--- config.mk ---
export PLATFORM = sky130hd
export DESIGN_NAME = midi_mapping_lookup_table
export DESIGN_NICKNAME = d
export VERILOG_FILES = /design/src/hdl/mmlt_pkg.sv /design/src/hdl/midi_mapping_lookup_table.sv /design/src/hdl/mmlt_ram.sv /design/src/hdl/mmlt_match.sv
export SDC_FILE = /design/constraint.sdc
export NUM_CORES = 2
export LEC_CHECK = 0
export BUFFER_PORTS_ARGS = -buffer_cell sky130_fd_sc_hd__buf_2
export CAP_MARGIN = 0
export CORE_ASPECT_RATIO = 0.7
export CORE_UTILIZATION = 50
export CTS_BUF_LIST = sky130_fd_sc_hd__clkbuf_8
export DETAILED_ROUTE_END_ITERATION = 16
export GPL_TIMING_DRIVEN = 0
export HOLD_SLACK_MARGIN = 0.06
export PLACE_DENSITY = 0.65
export SLEW_MARGIN = 20
export SYNTH_ARGS = -nofsm -noshare
export SYNTH_HDL_FRONTEND = slang
export SYNTH_SLANG_ARGS = --single-unit
--- constraint.sdc ---
create_clock -name clk_i -period 8.25 [get_ports clk_i]
set_input_delay 1.2375 -clock clk_i [delete_from_list [all_inputs] [get_ports clk_i]]
set_output_delay 1.2375 -clock clk_i [all_outputs]
set_load 0.005 [all_outputs]
--- src/hdl/mmlt_pkg.sv ---
// ----------------------------------------------------------------------------
// MIDI mapping lookup table package
// Shared sizes, key layout, operation codes and sequencer states.
// ----------------------------------------------------------------------------
package mmlt_pkg;

  localparam int MAX_ENTRIES = 64;
  localparam int DATA_BITS   = 16;

  localparam int IDX_W  = (MAX_ENTRIES > 1) ? $clog2(MAX_ENTRIES) : 1;
  localparam int CNT_W  = $clog2(MAX_ENTRIES + 1);

  localparam int OP_W   = 2;
  localparam int CH_W   = 5;
  localparam int TYPE_W = 8;
  localparam int NUM_W  = 8;
  localparam int EDAT_W = 16;
  localparam int SLOT_W = 6;
  localparam int HIT_W  = 6;
  localparam int USED_W = 7;

  localparam int CMP_W  = ((SLOT_W > CNT_W) ? SLOT_W : CNT_W) + 1;

  typedef enum logic [OP_W-1:0] {
    OP_FIND   = 2'd0,
    OP_ADD    = 2'd1,
    OP_REMOVE = 2'd2,
    OP_CLEAR  = 2'd3
  } op_e;

  typedef struct packed {
    logic [CH_W-1:0]   channel;
    logic [TYPE_W-1:0] msg_type;
    logic [NUM_W-1:0]  msg_number;
  } key_t;

  localparam int KEY_W = $bits(key_t);

  typedef enum logic [2:0] {
    ST_IDLE,
    ST_SCAN,
    ST_RM_RD,
    ST_RM_WR,
    ST_RESP
  } state_e;

endpackage

--- src/hdl/midi_mapping_lookup_table.sv ---
// ----------------------------------------------------------------------------
// MIDI mapping lookup table
// Table of controller mappings with find, add, remove and clear requests.
// ----------------------------------------------------------------------------
// Usage: present a request on operation_i and the key/data/slot inputs and
// raise start; it is taken at a clock edge where start is high and busy is
// low. busy stays high while the request runs. The result (ok_o, hit_index_o,
// entries_in_use_o) is valid for exactly one cycle with done_o high; the
// receiver cannot stall it, and busy drops in the cycle after done_o.
// Find and add scan the stored keys one per cycle through a single key RAM
// read port and one compare unit, and stop early when a match is found.
// Remove moves the last entry into the freed slot with one RAM read and one
// RAM write, unless the freed slot is already the last one.
// Throughput: one request at a time; the next may be accepted in the cycle
// after done_o.
// Reset: clears the entry count and the sequencer; the key and data RAMs are
// not cleared, since only entries below the count are ever used.
// ----------------------------------------------------------------------------
module midi_mapping_lookup_table (
  input  logic                         clk_i,
  input  logic                         rst_ni,
  input  logic                         start,
  output logic                         busy,
  input  logic [mmlt_pkg::OP_W-1:0]    operation_i,
  input  logic [mmlt_pkg::CH_W-1:0]    channel_i,
  input  logic [mmlt_pkg::TYPE_W-1:0]  msg_type_i,
  input  logic [mmlt_pkg::NUM_W-1:0]   msg_number_i,
  input  logic [mmlt_pkg::EDAT_W-1:0]  entry_data_i,
  input  logic [mmlt_pkg::SLOT_W-1:0]  slot_i,
  output logic                         done_o,
  output logic                         ok_o,
  output logic [mmlt_pkg::HIT_W-1:0]   hit_index_o,
  output logic [mmlt_pkg::USED_W-1:0]  entries_in_use_o
);

  import mmlt_pkg::*;

  state_e state_q, state_d;

  op_e                 op_q;
  key_t                query_q;
  logic [DATA_BITS-1:0] data_q;
  logic [SLOT_W-1:0]   slot_q;
  logic [CNT_W-1:0]    count_q, count_d;
  logic [CNT_W-1:0]    iss_q, iss_d;
  logic                pend_q, pend_d;
  logic [IDX_W-1:0]    cidx_q, cidx_d;
  logic                res_ok_q, res_ok_d;
  logic [IDX_W-1:0]    res_hit_q, res_hit_d;

  logic                accept;
  op_e                 op_in;
  logic                slot_valid;
  logic                slot_last;
  logic                room;
  logic                scan_hit;
  logic                scan_miss;

  logic                key_we;
  logic [IDX_W-1:0]    key_waddr;
  key_t                key_wdata;
  logic [IDX_W-1:0]    rd_addr;
  logic [KEY_W-1:0]    key_rdata;
  key_t                key_rd;
  logic                dat_we;
  logic [IDX_W-1:0]    dat_waddr;
  logic [DATA_BITS-1:0] dat_wdata;
  logic [DATA_BITS-1:0] dat_rdata;
  logic                match_hit;

  assign accept     = start && !busy;
  assign op_in      = op_e'(operation_i);
  assign slot_valid = CMP_W'(slot_i) < CMP_W'(count_q);
  assign slot_last  = (CMP_W'(slot_i) + CMP_W'(1)) == CMP_W'(count_q);
  assign room       = count_q < CNT_W'(MAX_ENTRIES);
  assign key_rd     = key_t'(key_rdata);
  assign scan_hit   = pend_q && match_hit;
  assign scan_miss  = !pend_q && (iss_q == count_q);

  mmlt_match u_match (
    .entry_i (key_rd),
    .query_i (query_q),
    .exact_i (op_q == OP_ADD),
    .hit_o   (match_hit)
  );

  mmlt_ram #(
    .WIDTH (KEY_W),
    .DEPTH (MAX_ENTRIES),
    .AW    (IDX_W)
  ) u_key_ram (
    .clk_i   (clk_i),
    .we_i    (key_we),
    .waddr_i (key_waddr),
    .wdata_i (key_wdata),
    .raddr_i (rd_addr),
    .rdata_o (key_rdata)
  );

  mmlt_ram #(
    .WIDTH (DATA_BITS),
    .DEPTH (MAX_ENTRIES),
    .AW    (IDX_W)
  ) u_data_ram (
    .clk_i   (clk_i),
    .we_i    (dat_we),
    .waddr_i (dat_waddr),
    .wdata_i (dat_wdata),
    .raddr_i (rd_addr),
    .rdata_o (dat_rdata)
  );

  always_comb begin
    state_d = state_q;
    unique case (state_q)
      ST_IDLE: begin
        if (accept) begin
          unique case (op_in)
            OP_FIND, OP_ADD: state_d = ST_SCAN;
            OP_REMOVE:       state_d = (slot_valid && !slot_last) ? ST_RM_RD : ST_RESP;
            OP_CLEAR:        state_d = ST_RESP;
            default:         state_d = ST_RESP;
          endcase
        end
      end
      ST_SCAN: begin
        if (scan_hit || scan_miss) begin
          state_d = ST_RESP;
        end
      end
      ST_RM_RD: state_d = ST_RM_WR;
      ST_RM_WR: state_d = ST_RESP;
      ST_RESP:  state_d = ST_IDLE;
      default:  state_d = ST_IDLE;
    endcase
  end

  always_comb begin
    count_d   = count_q;
    iss_d     = iss_q;
    pend_d    = pend_q;
    cidx_d    = cidx_q;
    res_ok_d  = res_ok_q;
    res_hit_d = res_hit_q;
    key_we    = 1'b0;
    key_waddr = cidx_q;
    key_wdata = query_q;
    dat_we    = 1'b0;
    dat_waddr = cidx_q;
    dat_wdata = data_q;
    rd_addr   = iss_q[IDX_W-1:0];
    unique case (state_q)
      ST_IDLE: begin
        iss_d     = '0;
        pend_d    = 1'b0;
        if (accept) begin
          res_ok_d  = 1'b0;
          res_hit_d = '0;
          unique case (op_in)
            OP_FIND, OP_ADD: ;
            OP_REMOVE: begin
              res_ok_d = slot_valid;
              if (slot_valid && slot_last) begin
                count_d = count_q - CNT_W'(1);
              end
            end
            OP_CLEAR: begin
              res_ok_d = 1'b1;
              count_d  = '0;
            end
            default: ;
          endcase
        end
      end
      ST_SCAN: begin
        if (scan_hit) begin
          res_ok_d = 1'b1;
          if (op_q == OP_FIND) begin
            res_hit_d = cidx_q;
          end else begin
            dat_we = 1'b1;
          end
        end else if (scan_miss) begin
          if (op_q == OP_ADD && room) begin
            res_ok_d  = 1'b1;
            key_we    = 1'b1;
            key_waddr = count_q[IDX_W-1:0];
            dat_we    = 1'b1;
            dat_waddr = count_q[IDX_W-1:0];
            count_d   = count_q + CNT_W'(1);
          end
        end else begin
          pend_d = iss_q < count_q;
          if (iss_q < count_q) begin
            cidx_d = iss_q[IDX_W-1:0];
            iss_d  = iss_q + CNT_W'(1);
          end
        end
      end
      ST_RM_RD: begin
        rd_addr = IDX_W'(count_q - CNT_W'(1));
      end
      ST_RM_WR: begin
        key_we    = 1'b1;
        key_waddr = IDX_W'(slot_q);
        key_wdata = key_rd;
        dat_we    = 1'b1;
        dat_waddr = IDX_W'(slot_q);
        dat_wdata = dat_rdata;
        count_d   = count_q - CNT_W'(1);
      end
      ST_RESP: ;
      default: ;
    endcase
  end

  always_ff @(posedge clk_i or negedge rst_ni) begin
    if (!rst_ni) begin
      state_q   <= ST_IDLE;
      count_q   <= '0;
      iss_q     <= '0;
      pend_q    <= 1'b0;
      res_ok_q  <= 1'b0;
      res_hit_q <= '0;
    end else begin
      state_q   <= state_d;
      count_q   <= count_d;
      iss_q     <= iss_d;
      pend_q    <= pend_d;
      res_ok_q  <= res_ok_d;
      res_hit_q <= res_hit_d;
    end
  end

  always_ff @(posedge clk_i) begin
    cidx_q <= cidx_d;
    if (accept) begin
      op_q                <= op_in;
      query_q.channel     <= channel_i;
      query_q.msg_type    <= msg_type_i;
      query_q.msg_number  <= msg_number_i;
      data_q              <= DATA_BITS'(entry_data_i);
      slot_q              <= slot_i;
    end
  end

  assign busy             = (state_q != ST_IDLE);
  assign done_o           = (state_q == ST_RESP);
  assign ok_o             = res_ok_q;
  assign hit_index_o      = HIT_W'(res_hit_q);
  assign entries_in_use_o = USED_W'(count_q);

endmodule

--- src/hdl/mmlt_ram.sv ---
// ----------------------------------------------------------------------------
// Simple dual-port RAM
// One write port and one read port with registered read data.
// ----------------------------------------------------------------------------
module mmlt_ram #(
  parameter int WIDTH = 8,
  parameter int DEPTH = 16,
  parameter int AW    = (DEPTH > 1) ? $clog2(DEPTH) : 1
) (
  input  logic             clk_i,
  input  logic             we_i,
  input  logic [AW-1:0]    waddr_i,
  input  logic [WIDTH-1:0] wdata_i,
  input  logic [AW-1:0]    raddr_i,
  output logic [WIDTH-1:0] rdata_o
);

  logic [WIDTH-1:0] mem [DEPTH];
  logic [WIDTH-1:0] rdata_q;

  always_ff @(posedge clk_i) begin
    if (we_i) begin
      mem[waddr_i] <= wdata_i;
    end
    rdata_q <= mem[raddr_i];
  end

  assign rdata_o = rdata_q;

endmodule

--- src/hdl/mmlt_match.sv ---
// ----------------------------------------------------------------------------
// Key compare unit
// Compares one stored key with the request key, exact or with channel wildcard.
// ----------------------------------------------------------------------------
module mmlt_match (
  input  mmlt_pkg::key_t entry_i,
  input  mmlt_pkg::key_t query_i,
  input  logic           exact_i,
  output logic           hit_o
);

  import mmlt_pkg::*;

  logic body_eq;
  logic ch_eq;
  logic ch_any;

  assign body_eq = (entry_i.msg_type == query_i.msg_type) &&
                   (entry_i.msg_number == query_i.msg_number);
  assign ch_eq   = (entry_i.channel == query_i.channel);
  assign ch_any  = (entry_i.channel == '0);
  assign hit_o   = body_eq && (ch_eq || (!exact_i && ch_any));

endmodule
# Word-level counts from Yosys, hierarchy flattened
# Memory sizes are Yosys's and may differ from the RTL's. A register that Yosys moved wholly into a read port is not among the register bits.
# Index checks and enable logic that the tools add are counted.
word_totals:
  mem_bits_ro: 0
  mem_bits_rw: 1344
  reg_bits: 60
  n_memories: 1
  latch_bits: 0
  out_inout_bits: 16
  word_cells: 119
  in_bits: 48
memory_table:
  columns: ["name", "words", "word_bits", "rd", "rd_clocked_by_memory_dff", "wr", "line_no", "text"]
  rows:
  - ["u_key_ram.mem", 64, 21, 1, 1, 1, "mmlt_ram.sv:18", "logic [WIDTH-1:0] mem [DEPTH];"]
op_classes:
  n_div: 0
  reduce_logical: 30
  add_sub_neg: 4
  eq_ne: 26
  n_shift: 0
  order_cmp: 3
  mul: 0
  bitwise: 2
  n_mux: 41
op_table:
  columns: ["cell", "count"]
  rows:
  - ["two-way mux 7 bit", 8]
  - ["two-way mux 6 bit", 7]
  - ["one-hot mux 7 bit (2 select lines)", 2]
  - ["one-hot mux 6 bit (2 select lines)", 2]
  - ["two-way mux 21 bit", 1]
  - ["one-hot mux 7 bit (3 select lines)", 1]
  - ["inequality test 2 bit (second input constant)", 9]
  - ["== test 8 bit", 2]
  - ["AND reduction 4 bit", 4]
  - ["adder 7 x 1 -> 7 bit (second input constant)", 2]
  - ["== test 7 bit", 2]
  - ["one-hot mux 3 bit (4 select lines)", 1]
  - ["two-way mux 1 bit", 11]
  - ["logical AND 1 bit", 9]
  - ["two-way mux 3 bit", 3]
  - ["inequality test 3 bit (second input constant)", 3]
  - ["one-hot mux 3 bit (3 select lines)", 1]
  - ["one-hot mux 1 bit (2 select lines)", 4]
  - ["adder 6 x 1 -> 7 bit (second input constant)", 1]
  - ["< comparator 6 x 7 -> 1 bit", 1]
  - ["< comparator 7 bit", 1]
  - ["< comparator 7 bit (second input constant)", 1]
  - ["AND reduction 7 bit", 1]
  - ["subtractor 7 x 1 -> 7 bit (second input constant)", 1]
  - ["18 further kinds", 28]

# Depth between registers and ports, before layout
depth:
  ltp_word: 10
  ltp_mapped: 13
  depth_no_buf: 9

# Modules after synthesis
# A second synthesis with hierarchy kept.
unflattened:
  cells_unflattened: 2575
  hier_area_um2: 55449.4
by_module_without_submodules:
  columns: ["module", "area_per_inst_um2", "instances", "seq_area_each_um2", "cells_each"]
  rows:
  - ["mmlt_ram", 51717.1, 1, 40779.1, 2190]
  - ["midi_mapping_lookup_table", 3484.6, 1, 1676.6, 354]
  - ["mmlt_match", 247.7, 1, 0.0, 31]

# Least setup slack after synthesis
# No wires, ideal clock.
synth_path:
  path_kind: "reg2reg"
  from: "register iss_q[0]"
  to: "memory u_key_ram.mem[13][0] (netlist name) (enable)"
  setup_ns: 0.399
  arrival_ns: 3.713
  synth_period_minus_slack_ns: 4.111
  stages_incl_launch_ff: 13
  t_required_ns: 7.851
  n_path_buf: 3
  path_slack_ns: 4.139
  path_cell_list: "dfrtp_1 > clkbuf_1 > clkbuf_1 > clkbuf_1 > inv_1 > ha_1 > nand4_1 > or4_1 > o22a_1 > o21a_1 > nor2_1 > nand2_1 > nor2_1"
synth_between:
  elab_chain_len: 7
  elab_cells_between_ends: 10
  classes_between: "1 x eq/ne; 8 x mux; 1 x reduce/logical"
synth_rtl:
  columns: ["item", "line_no", "text"]
  rows:
  - ["start, declared", "midi_mapping_lookup_table.sv:45", "logic [CNT_W-1:0] iss_q, iss_d;"]
  - ["start signal, assigned", "midi_mapping_lookup_table.sv:228", "iss_q <= iss_d;"]
  - ["== test 7 bit *", "midi_mapping_lookup_table.sv:78", "assign scan_miss = !pend_q && (iss_q == count_q);"]
  - ["logical AND 1 bit *", "midi_mapping_lookup_table.sv:78", null]
  - ["two-way mux 1 bit", "midi_mapping_lookup_table.sv:183", "end else if (scan_miss) begin"]
  - ["two-way mux 1 bit", "midi_mapping_lookup_table.sv:176", "if (scan_hit) begin"]
  - ["one-hot mux 1 bit (2 select lines)", "midi_mapping_lookup_table.sv:152", "unique case (state_q)"]
  - ["two-way mux 1 bit", "mmlt_ram.sv:22", "if (we_i) begin"]
  - ["two-way mux 1 bit (not written as such)", "mmlt_ram.sv:23", "mem[waddr_i] <= wdata_i;"]
  - ["end, declared", "mmlt_ram.sv:18", null]
# Every way passes the cells marked *; elsewhere a longest branch is shown, timed or not.

# Worst setup path after layout
layout_path:
  from: "register iss_q[0]"
  to: "memory u_key_ram.mem[3][3] (netlist name) (enable)"
# The elaborated chain is that of the path after synthesis.

==> run metrics <==
DP Wirelength=125.6 mm; Async SR Flop Fraction=0.01754; P_leak=0.02165 uW; Synth Register Bits=1425; WP buf/inv=4; Reg2Reg Depth=12; Synth top area share=0.7228; Ys Warns=0; Via Count=39247; largest fanout on the critical path=21; R2R Path Start=iss_q[0]$_DFFE_PN0P_; GR Overflow Total=0; largest net degree at the start of global routing=between 50 and 60; Final Hold Fails=0; PwrDens=a little over 200 nW/um^2; Final Max Tran Viols=0; final setup fails=0; Post-synth EDFFs=around 1400; CTS H-tree depth=4; CP startpoint=iss_q[0]$_DFFE_PN0P_; Die X-Extent=406.6 um; Worst-Skew Late Latency=0.94 ns; WL final=186.2 mm; antenna-violating nets left=0; critical path depth=12; Post-synth top cells=1379 x edfxtp_1, 941 x nand2_1, 324 x nand3_1; cell taking the most area after synthesis=edfxtp_1; Mapped Area=57290 sq um; Synth Flop Type=edfxtp_1; status=completed; final worst-path cycle share=0.8164; Critical Path, Cell by Cell=clkbuf_1 > clkbuf_1 > clkbuf_1 > inv_1 > ha_1 > nand4_1 > nor3_2 > nand2b_1 > a21oi_1 > a221oi_1 > nand2_1 > nor2_4; worst setup margin=between 1.5 and 2 ns; Synth-to-Final Area Change=13.47%; TritonRoute pass-1 iters=6; CP endpoint=u_key_ram.mem[3][3]$_DFFE_PP_; Hold Path Class=input pin to async pin; CTS Buffer Depth=3; first-pass GRT wire length=261.6 mm; post-CTS setup buffer count=0; DRC violations left=0; core area=between 100000 and 150000 sq um; cell family with most CP delay=simple AND/OR/NAND/NOR gates; syn nets=around 4200; GPL Wtd Cong=0.9813; RSZ-0062 raised after global routing=no; nets@finish=about 4500; total track usage=0.3212; DR WL/cell=30.22 um; CTS root buf=clkbuf_8; Worst EP required=8.78 ns; register-to-register setup slack=1.51 ns; Port Buffers=47; die footprint=about 120000 sq um; Yosys cell types=71; Avg Synthesized Cell Area=13.81 sq um; share of cells above drive strength 1=0.1328; initial antenna violation count=11; CTS tree=done; initial DRC count=a little under 7000; slowest cell on the critical path=clkbuf_1; post-CTS sizing=0; Initial Utilization=0.5063; slowest cell delay on critical path=1.02 ns; cell with the most instances after synthesis=edfxtp_1; io pins=64; Worst setup SP type=register; fmax=~0.15 GHz; Clock Sinks=1425; Fillers=9129; crit path DAT=7.26 ns; clk slew on worst S/H paths=roughly 0.060 ns; Post-Route Setup TNS=0 ns; number of core rows=~100; # Max-Cap Violations=0; Min Clock Period, post-route=just under 7 ns; Worst VDD drop=0.1447 mV; worst clock skew=0.04865 ns; WS Path Type=register to register; cells after synthesis=just over 4000; critical path endpoint category=register; register area share after synthesis=0.7411; Max-slew headroom=0.06215; Slew @ Worst Pin=1.397 ns; cts hold-fix bufs=0; worst slack, placed=about 2.0 ns; Synth area leaders=edfxtp_1 72%, nand2_1 6.2%, nand3_1 2.8%; vias in the first global route=35531; die height=285.2 um; Worst R2R End=u_key_ram.mem[3][3]$_DFFE_PP_; via/cell ratio=between 6 and 7; CTS Buf Count=208; critical path's most frequent cell=clkbuf_1
[area by class of cell]
class	count	area [sq um]	share of cell area
Antenna cell	1	2.502	0.00003849
Buffer	285	1282	0.01973
Clock buffer	215	2959	0.04552
Clock inverter	169	868.3	0.01336
Inverter	95	356.6	0.005485
Multi-Input combinational cell	2345	13850	0.2131
Sequential cell	1425	42460	0.6531
Tap cell	1522	1904	0.02929
Timing Repair Buffer	103	1325	0.02038
[per-layer routing]
layer / global-route usage / up-vias / wire (um)
met5: 0 / - / 25
met2: 0.4028 / 2835 / 71860
met1: 0.4969 / 19534 / 77130
met4: 0.1172 / 4 / 7000
li1: - / 16488 / -
met3: 0.1247 / 386 / 30170
[cells in the final DEF, fill, tap and decap left out, types with 55 or more instances in the layout]
cell type  netlist  routed
edfxtp_1      1379    1379
nand3_1        324     320
clkbuf_8         0     215
a21oi_1         56      56
nand2_1        941     916
a211oi_1       164     164
a311oi_1       101      97
a31oi_1         88      88
mux2i_1         89      89
buf_2           92     140
inv_1           94     167
clkbuf_1       169     169
nor2_4           1      55
o21ai_0         72      72
[worst register-to-register path, cell delays in order, from the launching register on]
cell	delay, ns
dfrtp_1	0.37
clkbuf_1	0.37
clkbuf_1	1.02
clkbuf_1	0.60
inv_1	0.10
ha_1	0.29
nand4_1	0.22
nor3_2	0.49
nand2b_1	0.19
a21oi_1	0.08
a221oi_1	0.89
nand2_1	0.81
nor2_4	0.86
[through the flow]
| step | hold slack (ns) | utilization | total power (uW) | std cells | instance area [sq um] |
|---|---|---|---|---|---|
| finish | 0.3258 | 0.5745 | 13210 | 6160 | 65010 |
| global route | 0.3297 | 0.5745 | 13540 | 6160 | 65010 |
| CTS | 0.2825 | 0.5738 | 13220 | 6153 | 64930 |
| detailed placement | 0.4608 | 0.5400 | 7989 | 5769 | 61100 |
| global placement | 0.4426 | 0.5252 | 7988 | 5719 | 59430 |
| floorplan | 0.4260 | - | 7974 | 4150 | 57290 |
[report_power, final]
group          switching [uW]  leakage [uW]  internal (uW)  total (uW)
logic                    13.2       0.00654           9.03        22.2
registers                   0        0.0129           7810        7810
clock network            2820       0.00225           2560        5380
[state kept, by name, summed over array words and instances (netlist names)]
register,flops
cidx_q,6
entries_in_use_o,7
hit_index_o,6
iss_q,7
ok_o,1
op_q,2
pend_q,1
query_q,21
slot_q,6
state_q,3
u_key_ram.mem,1344
u_key_ram.rdata_o,21
[worst min path at each step]
| stage | start | to | slack, ns | depth (start not counted) |
|---|---|---|---|---|
| 3_5_place_dp | cidx_q[0]$_DFFE_PP_ | hit_index_o[0]$_DFFE_PN0P_ | 0.46 | 2 |
| 2_1_floorplan | cidx_q[0]$_DFFE_PP_ | hit_index_o[0]$_DFFE_PN0P_ | 0.43 | 2 |
| 6_report | rst_ni | entries_in_use_o[0]$_DFFE_PN0P_ | 0.33 | 1 |
| 5_1_grt | rst_ni | entries_in_use_o[0]$_DFFE_PN0P_ | 0.33 | 1 |
| 4_1_cts | rst_ni | entries_in_use_o[0]$_DFFE_PN0P_ | 0.28 | 1 |
| 3_3_place_gp | cidx_q[0]$_DFFE_PP_ | hit_index_o[0]$_DFFE_PN0P_ | 0.44 | 2 |
[kinds of logic (layout without fill, tap and decap cells)]
family	count (synthesis)	count (layout)	synth area share
simple gates	1431	1431	0.1044
flops	1425	1425	0.7411
compound gates	772	772	0.1004
buf+inv	380	867	0.02861
mux	95	95	0.01723
xor+xnor	30	30	0.004586
fa+ha+maj	17	17	0.003713
other cells	0	1	0
Power figures use the tool's default switching activity.
